$ cat src/rtl/ksfp_pkg.sv
// Shared types, constants and the CRC-16 byte update for the key status frame parser.
// No dependencies.
`default_nettype none
package ksfp_pkg;

    localparam int MAX_PAYLOAD = 64;
    localparam int STATUS_LEN = 9;
    localparam int IDX_W = $clog2(STATUS_LEN);
    localparam int CFG_IDX_W = 3;

    localparam logic [15:0] CRC_POLY = 16'h1021;
    localparam logic [15:0] CRC_INIT = 16'hFFFF;
    localparam logic [7:0] ID_MAX = 8'h0F;
    localparam logic [7:0] ANGLE_POS_MAX = 8'd90;
    localparam logic [7:0] ANGLE_NEG_MIN = 8'd166;  // -90 as an unsigned byte

    localparam logic [CFG_IDX_W-1:0] CFG_HEAD_FIRST  = 3'd0;
    localparam logic [CFG_IDX_W-1:0] CFG_HEAD_SECOND = 3'd1;
    localparam logic [CFG_IDX_W-1:0] CFG_VERSION     = 3'd2;
    localparam logic [CFG_IDX_W-1:0] CFG_STATUS_TYPE = 3'd3;
    localparam logic [CFG_IDX_W-1:0] CFG_AUTH_LIMIT  = 3'd4;
    localparam logic [CFG_IDX_W-1:0] CFG_ZONE_LIMIT  = 3'd5;

    localparam logic [1:0] ST_ACCEPTED = 2'd0;
    localparam logic [1:0] ST_CRC_BAD  = 2'd1;
    localparam logic [1:0] ST_IGNORED  = 2'd2;

    typedef enum logic [8:0] {
        PH_HEAD0   = 9'b000000001,
        PH_HEAD1   = 9'b000000010,
        PH_VERSION = 9'b000000100,
        PH_TYPE    = 9'b000001000,
        PH_SEQ     = 9'b000010000,
        PH_LENGTH  = 9'b000100000,
        PH_BODY    = 9'b001000000,
        PH_CRCLO   = 9'b010000000,
        PH_CRCHI   = 9'b100000000
    } t_phase;

    function automatic logic [15:0] crc_feed(input logic [15:0] crc, input logic [7:0] b);
        logic [15:0] c;
        c = crc ^ {b, 8'h00};
        for (int k = 0; k < 8; k++) begin
            if (c[15]) begin
                c = {c[14:0], 1'b0} ^ CRC_POLY;
            end else begin
                c = {c[14:0], 1'b0};
            end
        end
        return c;
    endfunction

endpackage
`default_nettype wire

$ cat src/rtl/key_status_frame_parser_crc16_top.sv
// Key status frame parser: byte-wide framing, CRC-16/CCITT-FALSE check, field decode.
// Depends on ksfp_pkg.
//
// Usage:
//   Received bytes arrive on the rx channel (i_rx_valid / o_rx_ready, i_rx_byte),
//   one byte per beat. The parser hunts for the two head bytes, checks version,
//   takes type, sequence, length, payload and a little-endian CRC.
//   When the CRC high byte is accepted, one result beat is produced on the res
//   channel (o_res_valid / i_res_ready) in the next cycle.
//   All other bytes produce no result.
//   Throughput: one byte per cycle unless a finished result is still waiting,
//   set by the byte-wide CRC update and the one-hot phase register.
//   The result sits in an output register; o_rx_ready is high while that register
//   is empty or being taken in the same cycle, so a stalled receiver holds the
//   parser only when a finished result is still waiting.
//   Configuration writes (i_cfg_we, i_cfg_index, i_cfg_data) take effect at the
//   clock edge; indexes 6 and 7 are ignored.
//   Synchronous active-low reset restores the register defaults, clears both
//   counters, empties the output register and returns the parser to head hunt.
`default_nettype none
module key_status_frame_parser_crc16_top (
    input  wire logic                          i_clk,
    input  wire logic                          i_rst_n,
    input  wire logic                          i_cfg_we,
    input  wire logic [ksfp_pkg::CFG_IDX_W-1:0] i_cfg_index,
    input  wire logic [7:0]                    i_cfg_data,
    input  wire logic                          i_rx_valid,
    output logic                               o_rx_ready,
    input  wire logic [7:0]                    i_rx_byte,
    output logic                               o_res_valid,
    input  wire logic                          i_res_ready,
    output logic [1:0]                         o_frame_status,
    output logic [3:0]                         o_remote_id,
    output logic [7:0]                         o_auth_result,
    output logic [7:0]                         o_zone_code,
    output logic [7:0]                         o_event_code,
    output logic [15:0]                        o_distance_mm,
    output logic signed [7:0]                  o_angle_deg,
    output logic [7:0]                         o_state_flags,
    output logic [7:0]                         o_signal_quality,
    output logic [7:0]                         o_frame_sequence,
    output logic [31:0]                        o_crc_error_total,
    output logic [31:0]                        o_status_total
);

    logic [7:0] r_head_first, r_head_second, r_version, r_status_type;
    logic [7:0] r_auth_limit, r_zone_limit;

    ksfp_pkg::t_phase r_phase, n_phase;
    logic [7:0]  r_msg_type, n_msg_type;
    logic [7:0]  r_seq, n_seq;
    logic [7:0]  r_len, n_len;
    logic [7:0]  r_idx, n_idx;
    logic [15:0] r_crc, n_crc;
    logic [7:0]  r_crc_lo, n_crc_lo;
    logic [31:0] r_err_cnt, n_err_cnt;
    logic [31:0] r_stat_cnt, n_stat_cnt;
    logic [7:0]  r_body [ksfp_pkg::STATUS_LEN];

    logic        r_out_valid, n_out_valid;
    logic [1:0]  r_out_status;
    logic [71:0] r_out_body;
    logic [7:0]  r_out_seq;
    logic [31:0] r_out_err, r_out_stat;

    logic        w_fire, w_emit, w_body_wr, w_restart, w_good;
    logic [7:0]  w_b;
    logic [15:0] w_crc_next;
    logic [1:0]  w_status;
    logic [71:0] w_body_out;

    assign w_b        = i_rx_byte;
    assign o_rx_ready = !r_out_valid || i_res_ready;
    assign w_fire     = i_rx_valid && o_rx_ready;
    assign w_crc_next = ksfp_pkg::crc_feed(r_crc, w_b);

    assign w_good = (r_msg_type == r_status_type)
                 && (r_len == 8'(ksfp_pkg::STATUS_LEN))
                 && (r_body[0] <= ksfp_pkg::ID_MAX)
                 && (r_body[1] <= r_auth_limit)
                 && (r_body[2] <= r_zone_limit)
                 && ((r_body[6] <= ksfp_pkg::ANGLE_POS_MAX)
                     || (r_body[6] >= ksfp_pkg::ANGLE_NEG_MIN));

    always_comb begin
        n_phase    = r_phase;
        n_msg_type = r_msg_type;
        n_seq      = r_seq;
        n_len      = r_len;
        n_idx      = r_idx;
        n_crc      = r_crc;
        n_crc_lo   = r_crc_lo;
        n_err_cnt  = r_err_cnt;
        n_stat_cnt = r_stat_cnt;
        w_emit     = 1'b0;
        w_body_wr  = 1'b0;
        w_restart  = 1'b0;
        w_status   = ksfp_pkg::ST_IGNORED;
        w_body_out = '0;
        if (w_fire) begin
            case (r_phase)
                ksfp_pkg::PH_HEAD0: begin
                    if (w_b == r_head_first) n_phase = ksfp_pkg::PH_HEAD1;
                end
                ksfp_pkg::PH_HEAD1: begin
                    if (w_b == r_head_second) begin
                        n_crc   = ksfp_pkg::CRC_INIT;
                        n_phase = ksfp_pkg::PH_VERSION;
                    end else begin
                        w_restart = 1'b1;
                    end
                end
                ksfp_pkg::PH_VERSION: begin
                    if (w_b == r_version) begin
                        n_crc   = w_crc_next;
                        n_phase = ksfp_pkg::PH_TYPE;
                    end else begin
                        w_restart = 1'b1;
                    end
                end
                ksfp_pkg::PH_TYPE: begin
                    n_msg_type = w_b;
                    n_crc      = w_crc_next;
                    n_phase    = ksfp_pkg::PH_SEQ;
                end
                ksfp_pkg::PH_SEQ: begin
                    n_seq   = w_b;
                    n_crc   = w_crc_next;
                    n_phase = ksfp_pkg::PH_LENGTH;
                end
                ksfp_pkg::PH_LENGTH: begin
                    if (w_b <= 8'(ksfp_pkg::MAX_PAYLOAD)) begin
                        n_len   = w_b;
                        n_idx   = '0;
                        n_crc   = w_crc_next;
                        n_phase = (w_b == 8'd0) ? ksfp_pkg::PH_CRCLO : ksfp_pkg::PH_BODY;
                    end else begin
                        w_restart = 1'b1;
                    end
                end
                ksfp_pkg::PH_BODY: begin
                    w_body_wr = (r_idx < 8'(ksfp_pkg::STATUS_LEN));
                    n_idx     = r_idx + 8'd1;
                    n_crc     = w_crc_next;
                    if (n_idx >= r_len) n_phase = ksfp_pkg::PH_CRCLO;
                end
                ksfp_pkg::PH_CRCLO: begin
                    n_crc_lo = w_b;
                    n_phase  = ksfp_pkg::PH_CRCHI;
                end
                ksfp_pkg::PH_CRCHI: begin
                    w_emit    = 1'b1;
                    w_restart = 1'b1;
                    if ({w_b, r_crc_lo} != r_crc) begin
                        n_err_cnt = r_err_cnt + 32'd1;
                        w_status  = ksfp_pkg::ST_CRC_BAD;
                    end else if (w_good) begin
                        n_stat_cnt = r_stat_cnt + 32'd1;
                        w_status   = ksfp_pkg::ST_ACCEPTED;
                        w_body_out = {r_body[8], r_body[7], r_body[6], r_body[5], r_body[4],
                                      r_body[3], r_body[2], r_body[1], 4'h0, r_body[0][3:0]};
                    end
                end
                default: w_restart = 1'b1;
            endcase
            if (w_restart) begin
                n_len    = '0;
                n_idx    = '0;
                n_crc    = ksfp_pkg::CRC_INIT;
                n_crc_lo = '0;
                n_phase  = (w_b == r_head_first) ? ksfp_pkg::PH_HEAD1 : ksfp_pkg::PH_HEAD0;
            end
        end
        if (w_emit) begin
            n_out_valid = 1'b1;
        end else if (i_res_ready) begin
            n_out_valid = 1'b0;
        end else begin
            n_out_valid = r_out_valid;
        end
    end

    always_ff @(posedge i_clk) begin
        if (!i_rst_n) begin
            r_head_first  <= 8'hAA;
            r_head_second <= 8'h55;
            r_version     <= 8'd1;
            r_status_type <= 8'd1;
            r_auth_limit  <= 8'd2;
            r_zone_limit  <= 8'd3;
        end else if (i_cfg_we) begin
            case (i_cfg_index)
                ksfp_pkg::CFG_HEAD_FIRST:  r_head_first  <= i_cfg_data;
                ksfp_pkg::CFG_HEAD_SECOND: r_head_second <= i_cfg_data;
                ksfp_pkg::CFG_VERSION:     r_version     <= i_cfg_data;
                ksfp_pkg::CFG_STATUS_TYPE: r_status_type <= i_cfg_data;
                ksfp_pkg::CFG_AUTH_LIMIT:  r_auth_limit  <= i_cfg_data;
                ksfp_pkg::CFG_ZONE_LIMIT:  r_zone_limit  <= i_cfg_data;
                default: ;
            endcase
        end
    end

    always_ff @(posedge i_clk) begin
        if (!i_rst_n) begin
            r_phase     <= ksfp_pkg::PH_HEAD0;
            r_msg_type  <= '0;
            r_seq       <= '0;
            r_len       <= '0;
            r_idx       <= '0;
            r_crc       <= ksfp_pkg::CRC_INIT;
            r_crc_lo    <= '0;
            r_err_cnt   <= '0;
            r_stat_cnt  <= '0;
            r_out_valid <= 1'b0;
        end else begin
            r_phase     <= n_phase;
            r_msg_type  <= n_msg_type;
            r_seq       <= n_seq;
            r_len       <= n_len;
            r_idx       <= n_idx;
            r_crc       <= n_crc;
            r_crc_lo    <= n_crc_lo;
            r_err_cnt   <= n_err_cnt;
            r_stat_cnt  <= n_stat_cnt;
            r_out_valid <= n_out_valid;
        end
    end

    always_ff @(posedge i_clk) begin
        if (w_body_wr) begin
            r_body[r_idx[ksfp_pkg::IDX_W-1:0]] <= w_b;
        end
        if (w_emit) begin
            r_out_status <= w_status;
            r_out_body   <= w_body_out;
            r_out_seq    <= r_seq;
            r_out_err    <= n_err_cnt;
            r_out_stat   <= n_stat_cnt;
        end
    end

    assign o_res_valid       = r_out_valid;
    assign o_frame_status    = r_out_status;
    assign o_remote_id       = r_out_body[3:0];
    assign o_auth_result     = r_out_body[15:8];
    assign o_zone_code       = r_out_body[23:16];
    assign o_event_code      = r_out_body[31:24];
    assign o_distance_mm     = r_out_body[47:32];
    assign o_angle_deg       = $signed(r_out_body[55:48]);
    assign o_state_flags     = r_out_body[63:56];
    assign o_signal_quality  = r_out_body[71:64];
    assign o_frame_sequence  = r_out_seq;
    assign o_crc_error_total = r_out_err;
    assign o_status_total    = r_out_stat;

endmodule
`default_nettype wire

$ cat config.mk
export PLATFORM = sky130hd
export DESIGN_NAME = key_status_frame_parser_crc16_top
export DESIGN_NICKNAME = d
export VERILOG_FILES = /design/src/rtl/ksfp_pkg.sv /design/src/rtl/key_status_frame_parser_crc16_top.sv
export SDC_FILE = /design/constraint.sdc
export NUM_CORES = 1
export LEC_CHECK = 0
export BUFFER_PORTS_ARGS = -buffer_cell sky130_fd_sc_hd__buf_2
export CORE_MARGIN = 3
export CORE_UTILIZATION = 50
export CTS_BUF_LIST = sky130_fd_sc_hd__clkbuf_2
export DETAILED_ROUTE_END_ITERATION = 7
export PLACE_DENSITY_LB_ADDON = 0.05
export SLEW_MARGIN = 20
export SYNTH_ARGS = -nofsm -noshare
export SYNTH_HDL_FRONTEND = slang
export SYNTH_SLANG_ARGS = --single-unit
$ cat constraint.sdc
create_clock -name i_clk -period 6.34 [get_ports i_clk]
set_clock_uncertainty 0.1 [all_clocks]
set_input_delay 1.268 -clock i_clk [delete_from_list [all_inputs] [get_ports i_clk]]
set_output_delay 1.268 -clock i_clk [all_outputs]
set_load 0.05 [all_outputs]
==> impl_summary.md, run 1 <==
Run
Across the run, the number of max-cap violations was 0.

GRT
The first global-routing pass estimated 58700 um of wire. The maximum number of pins on one net before global-route repair is 85. The initial antenna violation count is 1. The final global-route overflow total is 0. The via count of the first global-routing pass is 10803.

The combined global-route utilization of all metal layers is 21.1%.

Run status
The flow ran to the end, and the final reports show no timing, DRC or antenna violations.

Critical path
The required time of the worst setup path is 7080 ps. The category of the worst setup path capture point is a register. The setup slack on the worst flop-to-flop path is 2740 ps. Counting cells, the worst reg-to-reg path comes to 7.

By startpoint and endpoint, the worst setup path is classified as register to register. Data on the critical path arrives at its endpoint at 4340 ps. The startpoint identified for the worst register-to-register timing path is r_body[2][6]$_DFFE_PP_. The worst register-to-register path ends at r_stat_cnt[14]$_SDFF_PN0_. The kind of start point of the critical path is a register. The largest driver fanout on the critical path is 31. The critical path starts at r_body[2][6]$_DFFE_PP_.

Clocking
The clock reaches the later pin of the worst-skew pair after 970 ps. Hold repair after CTS inserted 0 buffers. The post-cts resize count is 0. The H-tree depth is 3. The post-CTS setup repair buffer count is 0.

Clock-pin slew was measured on the worst setup and hold paths at 100 ps. TritonCTS built the clock tree. The tree built by TritonCTS fans out to 392 sinks. The number of buffers between clock root and the deepest sink is 3. TritonCTS created 98 clock buffers. The root buffer cell chosen for the clock tree is sky130_fd_sc_hd__clkbuf_2.

Timing
Adding up every negative setup slack in the final design gives 0 ps. The smallest clock period supported by the final layout is computed as 3600 ps. Setup repair after global routing left no endpoint under its margin. In the finished design, the share of the clock period the worst path needs comes to 56.8%. The measured slew at the worst slew-check pin is 948 ps. Based on the critical path, the design can be clocked at up to 0.278 GHz. The setup violation total in the final timing report is 0. The total count of max-transition violations in the final report came to 0. Headroom to the max-slew limit came out at 35.9%. The number of hold-slack violations in the final timing report is 0.

Synth
For this run, the register share of the synthesized area comes to 61.4%. By area the synthesized netlist is led by sky130_fd_sc_hd__edfxtp_1 39%, sky130_fd_sc_hd__dfxtp_1 22%, sky130_fd_sc_hd__xnor2_1 4.8%. The number of enable-type register cells in the synthesized netlist is 214. Of the post-synthesis cell area, the dominant cell type holds 39.5%. A synthesized cell averages 11.3 sq um. Synthesis produced a netlist with a net count of 1498. The count of warnings emitted by yosys is 0.

The cell area that synthesis handed to floorplanning was 0.0163 sq mm. Counting flops and latches in the post-synthesis netlist gives 392. The synthesized design spends more area on one cell type than any other, namely sky130_fd_sc_hd__edfxtp_1. Yosys mapped the design onto 65 distinct sky130hd cell types. The instance count of the mapped netlist is 1443. The most common flop cell mapped by yosys is sky130_fd_sc_hd__edfxtp_1. The share of synthesized registers carrying an async set or reset is 0%.

Power and ir drop
The design draws 4.88 mW. Across the VDD grid, the largest voltage drop is 0.147 mV. The total power per unit cell area is 265 mW/mm^2. Summed over all cells, the static leakage comes to 6.44 nW.

Floorplanning
The horizontal die dimension is 186 um. The core area is 0.0318 sq mm. The floorplan row count is 65. The effective utilization at floorplan is 51.2%. In this run the vertical extent of the chip is 186 um.

Pin placement for this block handled 168 I/O pins. The die outline area is 0.0348 sq mm.

Worst hold path
The min-delay analysis places its worst path in the category register to register. The worst hold path was traced through 0 stages. For hold timing, the worst endpoint is o_frame_sequence[4]$_DFFE_PP_. The startpoint identified for the worst hold timing path is r_seq[4]$_SDFFE_PN0P_.

Final layout
After the flow finishes, the layout carries non-filler instances totaling 2173. The final layout contains 1706 nets. Cells with a size suffix above 1 make up 21.4% of the layout. The area growth from synthesis to final layout is 13.3%.

Detailed routing
The detailed-routing iteration count for the pre-antenna-repair pass is 5. The final layout contains routed wiring with a total length of 37400 um. For this block, the initial DRC count from the detailed router was 682. The routed via count is 11310. The residual antenna-violating net count after detailed routing is 0.

The via-per-instance ratio is 5.20. The number of DRC violations after detailed routing is 0. The average wire per cell in the routed design is 17.2 um.

Place
The last weighted congestion value of the routability-driven placer is 0.846. The count of port buffers added during placement is 167. After detailed placement, the design holds a cell count of 1986. The sum of net half-perimeters after detailed placement is 24500 um.
==> kinds of logic after synthesis <==
kind of cell,share of synthesized area (%)
AOI/OAI and AO/OA,6.49
xor gates and xnor gates,6.50
adders and majority gates,2.38
buffers and inverters,2.62
DFF,61.4
muxes,2.04
and+or+nand+nor,18.6
==> worst max path at each step <==
stage	to	slack (ps)	cells past startpoint
after global routing	r_stat_cnt[14]$_SDFF_PN0_	2560	7
after global placement	r_stat_cnt[14]$_SDFF_PN0_	1870	9
after detailed placement	r_stat_cnt[14]$_SDFF_PN0_	1890	9
after CTS	r_phase[0]$_SDFFE_PN1P_	2610	10
final	r_stat_cnt[14]$_SDFF_PN0_	2740	7
after floorplan	o_angle_deg[0]$_SDFFCE_PP0P_	680	10
==> worst max-delay path: stages, from the launching register on <==
cell and delay [ps]:
sky130_fd_sc_hd__edfxtp_1 430, sky130_fd_sc_hd__ha_1 320, sky130_fd_sc_hd__nand4_1 150, sky130_fd_sc_hd__o21ai_0 550
sky130_fd_sc_hd__nand2_1 180, sky130_fd_sc_hd__or4_1 970, sky130_fd_sc_hd__or4_1 640, sky130_fd_sc_hd__a21oi_1 170
==> registers in the layout (all words and copies together), names as in the netlist, 9 cells and up <==
register,cells
r_crc,16
r_phase,9
o_crc_error_total,32
r_body,72
r_err_cnt,32
o_distance_mm,16
o_status_total,32
r_stat_cnt,32
==> metal layers <==
| metal | part of all wire [%] | track usage (%) | wire (um) |
|---|---|---|---|
| met1 | 45 | 28.0 | 16800 |
| met2 | 47 | 34.5 | 17400 |
| met3 | 6.4 | 4.45 | 2390 |
| met4 | 2.1 | 7.47 | 778 |
| met5 | 0 | 0 | 0 |
==> cells in the final DEF (no fill, tap or decap), drive strengths merged, types with 37 or more instances in the layout <==
cell    instances
nand3          74
nor2           67
edfxtp        214
and2          114
nand4          37
a21oi          81
dfxtp         178
buf           181
nand2         182
xnor2          90
o21ai          39
clkbuf        161
==> synthesized netlist by cell type, types with 8 or more instances <==
library cell               count
sky130_fd_sc_hd__nand2_1     182
sky130_fd_sc_hd__inv_1        35
sky130_fd_sc_hd__xnor2_1      89
sky130_fd_sc_hd__and2_1      114
sky130_fd_sc_hd__mux2i_1      31
sky130_fd_sc_hd__nand2b_1     17
sky130_fd_sc_hd__nor4_1       19
sky130_fd_sc_hd__nor2_1       67
sky130_fd_sc_hd__or3_1        16
sky130_fd_sc_hd__o21ai_0      37
sky130_fd_sc_hd__ha_1         31
sky130_fd_sc_hd__clkbuf_1     55
sky130_fd_sc_hd__and3_1       10
sky130_fd_sc_hd__xor2_1       28
sky130_fd_sc_hd__buf_2        10
sky130_fd_sc_hd__o31ai_1       8
sky130_fd_sc_hd__edfxtp_1    214
sky130_fd_sc_hd__dfxtp_1     178
sky130_fd_sc_hd__nor3_1       17
sky130_fd_sc_hd__a21oi_1      81
sky130_fd_sc_hd__nand3_1      74
sky130_fd_sc_hd__nand4_1      36
==> stage by stage <==
stage | util [%] | setup slack, ps | hold slack (ps) | area [sq um]
after floorplan | - | 681 | 308 | 16300
after global placement | 55.0 | 1870 | 317 | 17500
after detailed placement | 55.0 | 1890 | 316 | 17500
after CTS | 57.9 | 2610 | 336 | 18400
after global routing | 58.0 | 2560 | 339 | 18400
final | 58.0 | 2740 | 338 | 18400
==> layout make-up <==
type / count / area, sq um
fillers: 2792 / 13400
flip-flops and latches: 392 / 9990
multi-input cells: 943 / 5880
repair buffers: 181 / 945
clock buffers: 161 / 806
well taps: 435 / 544
inverters: 35 / 135
clock inverters: 21 / 124
diodes: 5 / 12.5
==> report_power, final <==
group	switching, mW	internal [mW]
clock	1.00	0.708
sequential	0.0464	2.70
combinational	0.291	0.132
(Power assumes the default switching activity.)
==> run 2, diff against run 1 <==
==> constraint.sdc (replaced) <==
create_clock -name i_clk -period 3.2 [get_ports i_clk]
set_clock_uncertainty 0.1 [all_clocks]
set_input_delay 0.64 -clock i_clk [delete_from_list [all_inputs] [get_ports i_clk]]
set_output_delay 0.64 -clock i_clk [all_outputs]
set_load 0.05 [all_outputs]
==> run 2 against run 1 <==
Against the previous run: critical path depth up 2; global-route usage up 0.68 points; fmax up 22%; power up 100%; register-to-register slack worse by 2500 ps; non-clock buffer count up 58; largest cell class unchanged; highest routed layer unchanged.
==> impl_summary.md, run 2 (same netlist as run 1, synthesis figures left out) <==
Clocking
Counting the buffers created by CTS gives 98. The clock root buffer master is sky130_fd_sc_hd__clkbuf_2. The H-tree was split into 3 levels. The clock passes through at most 3 buffers. The clock tree from TritonCTS is yes. The register clock-pin slew on the reported worst setup and hold paths is 100 ps.

Clock latency on the worst-skew pair, taken at its later pin, is 930 ps. The clock drives 392 sinks.

Timing
For the finished layout, the period the worst path requires is 2950 ps. The total count of max-transition violations in the final report was 0. The number of hold-slack violations in the final timing report is 0. Setup repair after global routing left no endpoint under its margin. The setup violation total in the final timing report is 0. Measured against its own limit, the worst slew margin works out to 36.5%. The worst hold slack across all endpoints is 112 ps. In the post-route analysis, the smallest setup slack over all paths is 249 ps.

The period utilization is 92.2%. For the pin with the worst max-slew slack, the measured transition is 946 ps. The maximum operating frequency is 0.339 GHz.

Critical path
The setup slack on the worst flop-to-flop path is 250 ps. The critical path endpoint is r_stat_cnt[26]$_SDFF_PN0_. The largest driver fanout on the critical path is 10. The maximum single-stage delay on the critical path is 600 ps.

The startpoint identified for the worst register-to-register timing path is r_body[1][1]$_DFFE_PP_. The most numerous cell type found on the critical path is sky130_fd_sc_hd__a21oi_1. Measured in cells, the most critical reg-to-reg path has a length of 9. At the worst endpoint, the required time is 3900 ps. The endpoint identified for the worst register-to-register timing path is r_stat_cnt[26]$_SDFF_PN0_.

The category of the worst setup path capture point is a register. The critical path starts at r_body[1][1]$_DFFE_PP_. The type of the worst setup path is register to register. For the worst setup path, the data arrival time is 3650 ps. For this design, the slowest cell found on the critical path is sky130_fd_sc_hd__or4_4. STA classifies the critical path startpoint as a register. Traced cell by cell, the critical path runs through ha_1 > nor2b_1 > o211ai_1 > a21oi_1 > o32a_1 > or4_4 > buf_4 > or3_1 > a21oi_1.

Floorplanning
168 I/O pins were placed. The horizontal die dimension is 186 um. The die outline area is 0.0348 sq mm. The floorplan row count is 65. The core area is 0.0318 sq mm. Measured along the y axis, the die boundary spans 186 um.

The effective utilization at floorplan is 51.2%.

Place
Once detailed placement completed, the half-perimeter wirelength came to 25200 um. The count of buffers added on input and output ports is 167. The pre-CTS setup slack is -60.3 ps. Routability-driven placement finished with a final weighted congestion of 0.870.

Once placement finished, the instance area stood at 0.0179 sq mm.

Final layout
The cell area after layout is 0.0189 sq mm. The commonest non-fill, non-tap cell in the layout is sky130_fd_sc_hd__edfxtp_1. The final core utilization is 59.6%.

Cells with a size suffix above 1 make up 23.3% of the layout. The largest register by flop count is r_body. The final layout contains 1764 nets. In the layout the commonest cells are 214 x sky130_fd_sc_hd__edfxtp_1, 182 x sky130_fd_sc_hd__nand2_1, 177 x sky130_fd_sc_hd__dfxtp_1. The area growth from synthesis to final layout is 16.4%. The number of flip-flops in the largest register is 72.

GRT
In the global route stage, overall resource usage came out at 21.8%. Global routing finished with a remaining overflow of 0. The wire length of the first global-routing pass is 60400 um.

The via count of the first global-routing pass is 11234. The initial antenna violation count is 1. The maximum number of pins on one net before global-route repair is 144.

Detailed routing
For this block, the routed nets add up to 38300 um of wire. The residual antenna-violating net count after detailed routing is 0. In the final routed layout, each cell accounts on average for 17.2 um. The detailed router finished its first iteration with 631 violations. For this run, design rule violations remaining after detail routing come to 0.

The routed via count is 11444. The detailed-routing iteration count for the pre-antenna-repair pass is 5. The via-per-instance ratio is 5.14.

Power and ir drop
The reported net switching power is 2.70 mW. The total power is 9.84 mW. Registers are responsible for 55.3% of the overall power.

Combinational cells account for 9.8% of the total power. For this design the ratio of total power to cell area is 519 mW/mm^2. For this design the static power due to leakage is 6.73 nW. The total internal power is 7.14 mW. The share of total power dissipated in the clock network is 34.9%. The worst IR drop on VDD is 0.261 mV. The switching share of power is 27.5%.

Run status
The flow ran to the end, and the final reports show no timing, DRC or antenna violations.

Worst hold path
The tightest min-delay check is of the input pin to register type. The number of stages on the worst hold path is 3.

Run
The max-capacitance violation count is 0.
## run 2: layout make-up
cell class | instances | area [sq um]
fill | 2733 | 12900
sequential | 392 | 9990
multi-input combinational | 943 | 5890
timing repair buffer | 239 | 1440
clock buffer | 152 | 761
tap | 435 | 544
clock inverter | 30 | 183
inverter | 35 | 135
antenna | 2 | 5.00
## run 2: worst min-delay path by stage
stage / start / end / slack (ps)
floorplan: r_seq[0]$_SDFFE_PN0P_ / o_frame_sequence[0]$_DFFE_PP_ / 310
global placement: r_seq[7]$_SDFFE_PN0P_ / o_frame_sequence[7]$_DFFE_PP_ / 320
detailed placement: r_seq[0]$_SDFFE_PN0P_ / o_frame_sequence[0]$_DFFE_PP_ / 320
CTS: i_rst_n / r_stat_cnt[21]$_SDFF_PN0_ / 0.7
global route: i_rst_n / r_stat_cnt[24]$_SDFF_PN0_ / 20
finish: i_rst_n / r_stat_cnt[16]$_SDFF_PN0_ / 110
## run 2: critical path, delay by kind of cell (launching register included)
| family | cells | cell delay [ps] |
|---|---|---|
| AO/OA/AOI/OAI | 4 | 780 |
| adder cells (fa/ha/maj) | 1 | 300 |
| flip-flops | 1 | 400 |
| buffers and inverters | 1 | 190 |
| AND/OR/NAND/NOR | 3 | 1100 |
## run 2: timing repair
action                                  in CTS  in global routing
buffers inserted                             0                  0
hold endpoints to repair                    49                  0
endpoints found under the setup margin       0                  5
gates resized for setup                      0                  2
hold buffers                                 9                  0
## run 2: power groups by stage
stage          Clock (mW)  Combinational, mW  Sequential (mW)
6_report             3.43              0.959             5.44
5_1_grt              3.83               1.06             5.45
4_1_cts              3.56              0.953             5.44
3_5_place_dp            0              0.939             5.55
3_3_place_gp            0              0.932             5.55
2_1_floorplan           0              0.630             5.52
## run 2: layer usage
metal	vias to the layer above	global-route usage, %	part of all wire, %	wire length, um
li1	5691	-	-	-
met1	5408	29.1	45	17300
met2	286	35.0	47	18100
met3	59	4.73	5.1	1950
met4	0	8.37	2.4	933
met5	-	0	0	0
## run 2: stage by stage
step / cells / TNS (ps)
global route: 2228 / 0
CTS: 2226 / 0
detailed placement: 2035 / -746
global placement: 2035 / 0
finish: 2228 / 0
floorplan: 1443 / -201340
==> run 3, diff against run 2 <==
==> constraint.sdc (replaced) <==
create_clock -name i_clk -period 3.2 [get_ports i_clk]
set_clock_uncertainty 0.1 [all_clocks]
set_input_delay 0.32 -clock i_clk [delete_from_list [all_inputs] [get_ports i_clk]]
set_output_delay 0.32 -clock i_clk [all_outputs]
set_load 0.05 [all_outputs]
==> run 3 against run 2 <==
Against the previous run: worst setup slack got worse by 92 ps; fmax down 3.0%; sequential share of layout area shrank 1.2 points; register-to-register slack worse by 90 ps; global-route usage up 0.37 points; die area unchanged; routed wire length increased by 1.3%; largest power group unchanged; first-iteration DRC count up 11%; sequential cell count unchanged; combinational power is 4% higher; critical path type unchanged.
==> impl_summary.md, run 3 (same netlist as run 1, synthesis figures left out) <==
GRT
The initial antenna violation count is 3. The combined global-route utilization of all metal layers is 22.1%. The layer flagged by global routing as most heavily used is met2. For this run, global-route usage on met3 was measured as 5.02%. In the global route stage, met1 resource usage came out at 30.3%. The wire length of the first global-routing pass is 61600 um. The via count of the first global-routing pass is 11292. Entering global routing, the biggest net connects 144 pins. Global routing consumed, on the met2 layer, 34.8% of the routing resources. The final global-route overflow total is 0.

Timing
The number of hold-slack violations in the final timing report is 0. The total count of max-transition violations in the final report is 0. Once routing completed, OpenROAD measured the worst setup slack at 158 ps. Setup violations remaining at the end of the flow were counted as 0.

After layout, the minimum clock period comes to 3040 ps. The relative max-transition margin is 35.1%. The period utilization is 95.1%. At the pin with the least slew margin, the transition time is 973 ps. The maximum operating frequency is 0.329 GHz.

Place
The last weighted congestion value of the routability-driven placer is 0.850. The cell count after placement is 2038. OpenSTA, run right after detailed placement, puts the worst setup slack at 111 ps.

Detailed placement ended at an HPWL of 25700 um. In this run the tool buffered the top-level ports with 167 buffer cells. Summing all placed instances gives a cell area of 0.0179 sq mm.

Clocking
The H-tree depth is 3. Clock-pin slew was measured on the worst setup and hold paths at 110 ps. TritonCTS built the clock tree.

The clock buffer count from CTS is 98. The number of buffers between clock root and the deepest sink is 3. The clock root buffer master is sky130_fd_sc_hd__clkbuf_2. The count of clock tree sinks is 392. Clock latency on the worst-skew pair, taken at its later pin, is 940 ps.

Critical path
The category of the worst setup path capture point is a register. The kind of start point of the critical path is a register. The maximum single-stage delay on the critical path is 450 ps. The arrival time at the worst endpoint is 3600 ps.

The required time of the worst setup path is 3760 ps. Traced cell by cell, the critical path runs through ha_4 > nor2b_1 > o211ai_1 > a21oi_2 > o32a_1 > buf_6 > nor4_4 > buf_4 > clkbuf_4 > nand4_1 > xnor2_1. The dominant delay contributor by cell family on the critical path is compound AO/OA/AOI/OAI gates.

The type of the worst setup path is register to register. Among all stages on the critical path, the largest delay is contributed by sky130_fd_sc_hd__edfxtp_1. The largest driver fanout on the critical path is 5. The buffering stage count on the worst path with inverters included is 3.

Power and ir drop
IR analysis of the VDD net gives a maximum drop of 0.274 mV. The total power per unit cell area is 506 mW/mm^2. The analysis attributes to cell leakage a power of 6.96 nW.

Detailed routing
The aggregate routed wire length is 38800 um. The number of DRC violations after detailed routing is 0. The first routing iteration left 698 violations. Detailed routing inserted a total of 11630 vias. The detail route stage leaves a number of antenna-violating nets equal to 0. The via-per-instance ratio is 5.12. The first TritonRoute pass finished after 6 iterations.

Dividing the detail-routed wire length by the instance count gives 17.1 um.

Final layout
The largest register by flop count is r_body. From synthesis to final layout, the design area changed by 19.1%. The top cell types in the final layout, fill and taps aside, are 214 x sky130_fd_sc_hd__edfxtp_1, 182 x sky130_fd_sc_hd__nand2_1, 177 x sky130_fd_sc_hd__dfxtp_1. After the last flow step, the layout net total stands at 1803. The number of inserted filler cells in the final layout is 2722.

The number of flip-flops in the largest register is 72. The proportion of layout cells with a drive suffix above 1 is 24.0%. The finished cells cover 0.0194 sq mm. The count of placed standard cells in the final layout, fillers left out is 2270.

The commonest non-fill, non-tap cell in the layout is sky130_fd_sc_hd__edfxtp_1.

Run status
The flow ran to the end, and the final reports show no timing, DRC or antenna violations.

Floorplanning
168 I/O pins were placed. The die is 186 um tall. The die outline area is 0.0348 sq mm.

After floorplanning, the core was sized to cover 0.0318 sq mm. The horizontal die dimension is 186 um. The initial utilization of the core area, before any placement, comes to 51.2%.

In this run the core area contains 65 standard-cell rows.

Run
Across the run, the number of max-cap violations was 0.

Worst hold path
The tightest min-delay check is of the input pin to register type.
run 3: changes by cell type in the layout (fill, tap and decap cells not counted), moves of 2 or more:
cell | previous run | this run
sky130_fd_sc_hd__clkinv_2 | 4 | 2
sky130_fd_sc_hd__clkbuf_2 | 152 | 159
sky130_fd_sc_hd__nand3_2 | 0 | 3
sky130_fd_sc_hd__dlygate4sd3_1 | 9 | 37
sky130_fd_sc_hd__nand3_1 | 74 | 71
sky130_fd_sc_hd__xnor2_1 | 89 | 87
sky130_fd_sc_hd__clkinv_1 | 20 | 18
sky130_fd_sc_hd__buf_4 | 60 | 67
sky130_fd_sc_hd__xnor2_2 | 1 | 3
run 3: worst paths after layout:
kind,from,end,slack (ps),depth (start not counted)
max,r_body[1][1]$_DFFE_PP_,o_status_total[25]$_DFFE_PP_,160,11
min,i_cfg_data[3],r_head_first[3]$_SDFFE_PN1P_,170,4
max reg2reg,r_body[1][1]$_DFFE_PP_,o_status_total[25]$_DFFE_PP_,160,11
min reg2reg,r_seq[3]$_SDFFE_PN0P_,o_frame_sequence[3]$_DFFE_PP_,330,0
run 3: tightest hold or removal path: cells and delay by family:
family	cells	cell delay [ps]
and+or+nand+nor	2	140
buffers and inverters	2	710
run 3: stage by stage:
step,util (%),TNS [ps],hold slack [ps],power [mW]
after global placement,56.3,0,315,6.48
after floorplan,-,-144020,308,6.14
after CTS,60.5,0,61.5,9.94
final,61.0,0,165,9.81
after detailed placement,56.3,0,318,6.49
after global routing,61.0,-45.3,75.8,10.4
run 3: cell type report:
type                    count  area (sq um)  area share, %
diodes                      2          5.00         0.0258
repair buffers            278          1820           9.40
multi-input cells         943          5950           30.7
inverters                  35           135          0.697
flip-flops and latches    392          9990           51.6
clock buffers             159           796           4.11
well taps                 435           544           2.81
clock inverters            26           140          0.723
run 3: layer usage:
layer  wire, um  up-vias
li1           -     5766
met1      17600     5464
met5          0        -
met2      18000      343
met4        912        0
met3       2330       57
run 3: what timing repair did:
| item | CTS | global route |
|---|---|---|
| hold endpoints to repair | 188 | 0 |
| setup endpoints to repair | 0 | 34 |
| resized for setup | 0 | 14 |
| hold buffers | 37 | 0 |
| buffers inserted | 0 | 8 |
run 3: power by group:
group | leakage (nW) | total (mW) | switching, mW | internal, mW
combinational | 3.13 | 1.00 | 0.634 | 0.367
sequential | 3.10 | 5.42 | 0.0693 | 5.35
clock | 0.728 | 3.39 | 1.99 | 1.40
total | 6.96 | 9.81 | 2.70 | 7.11
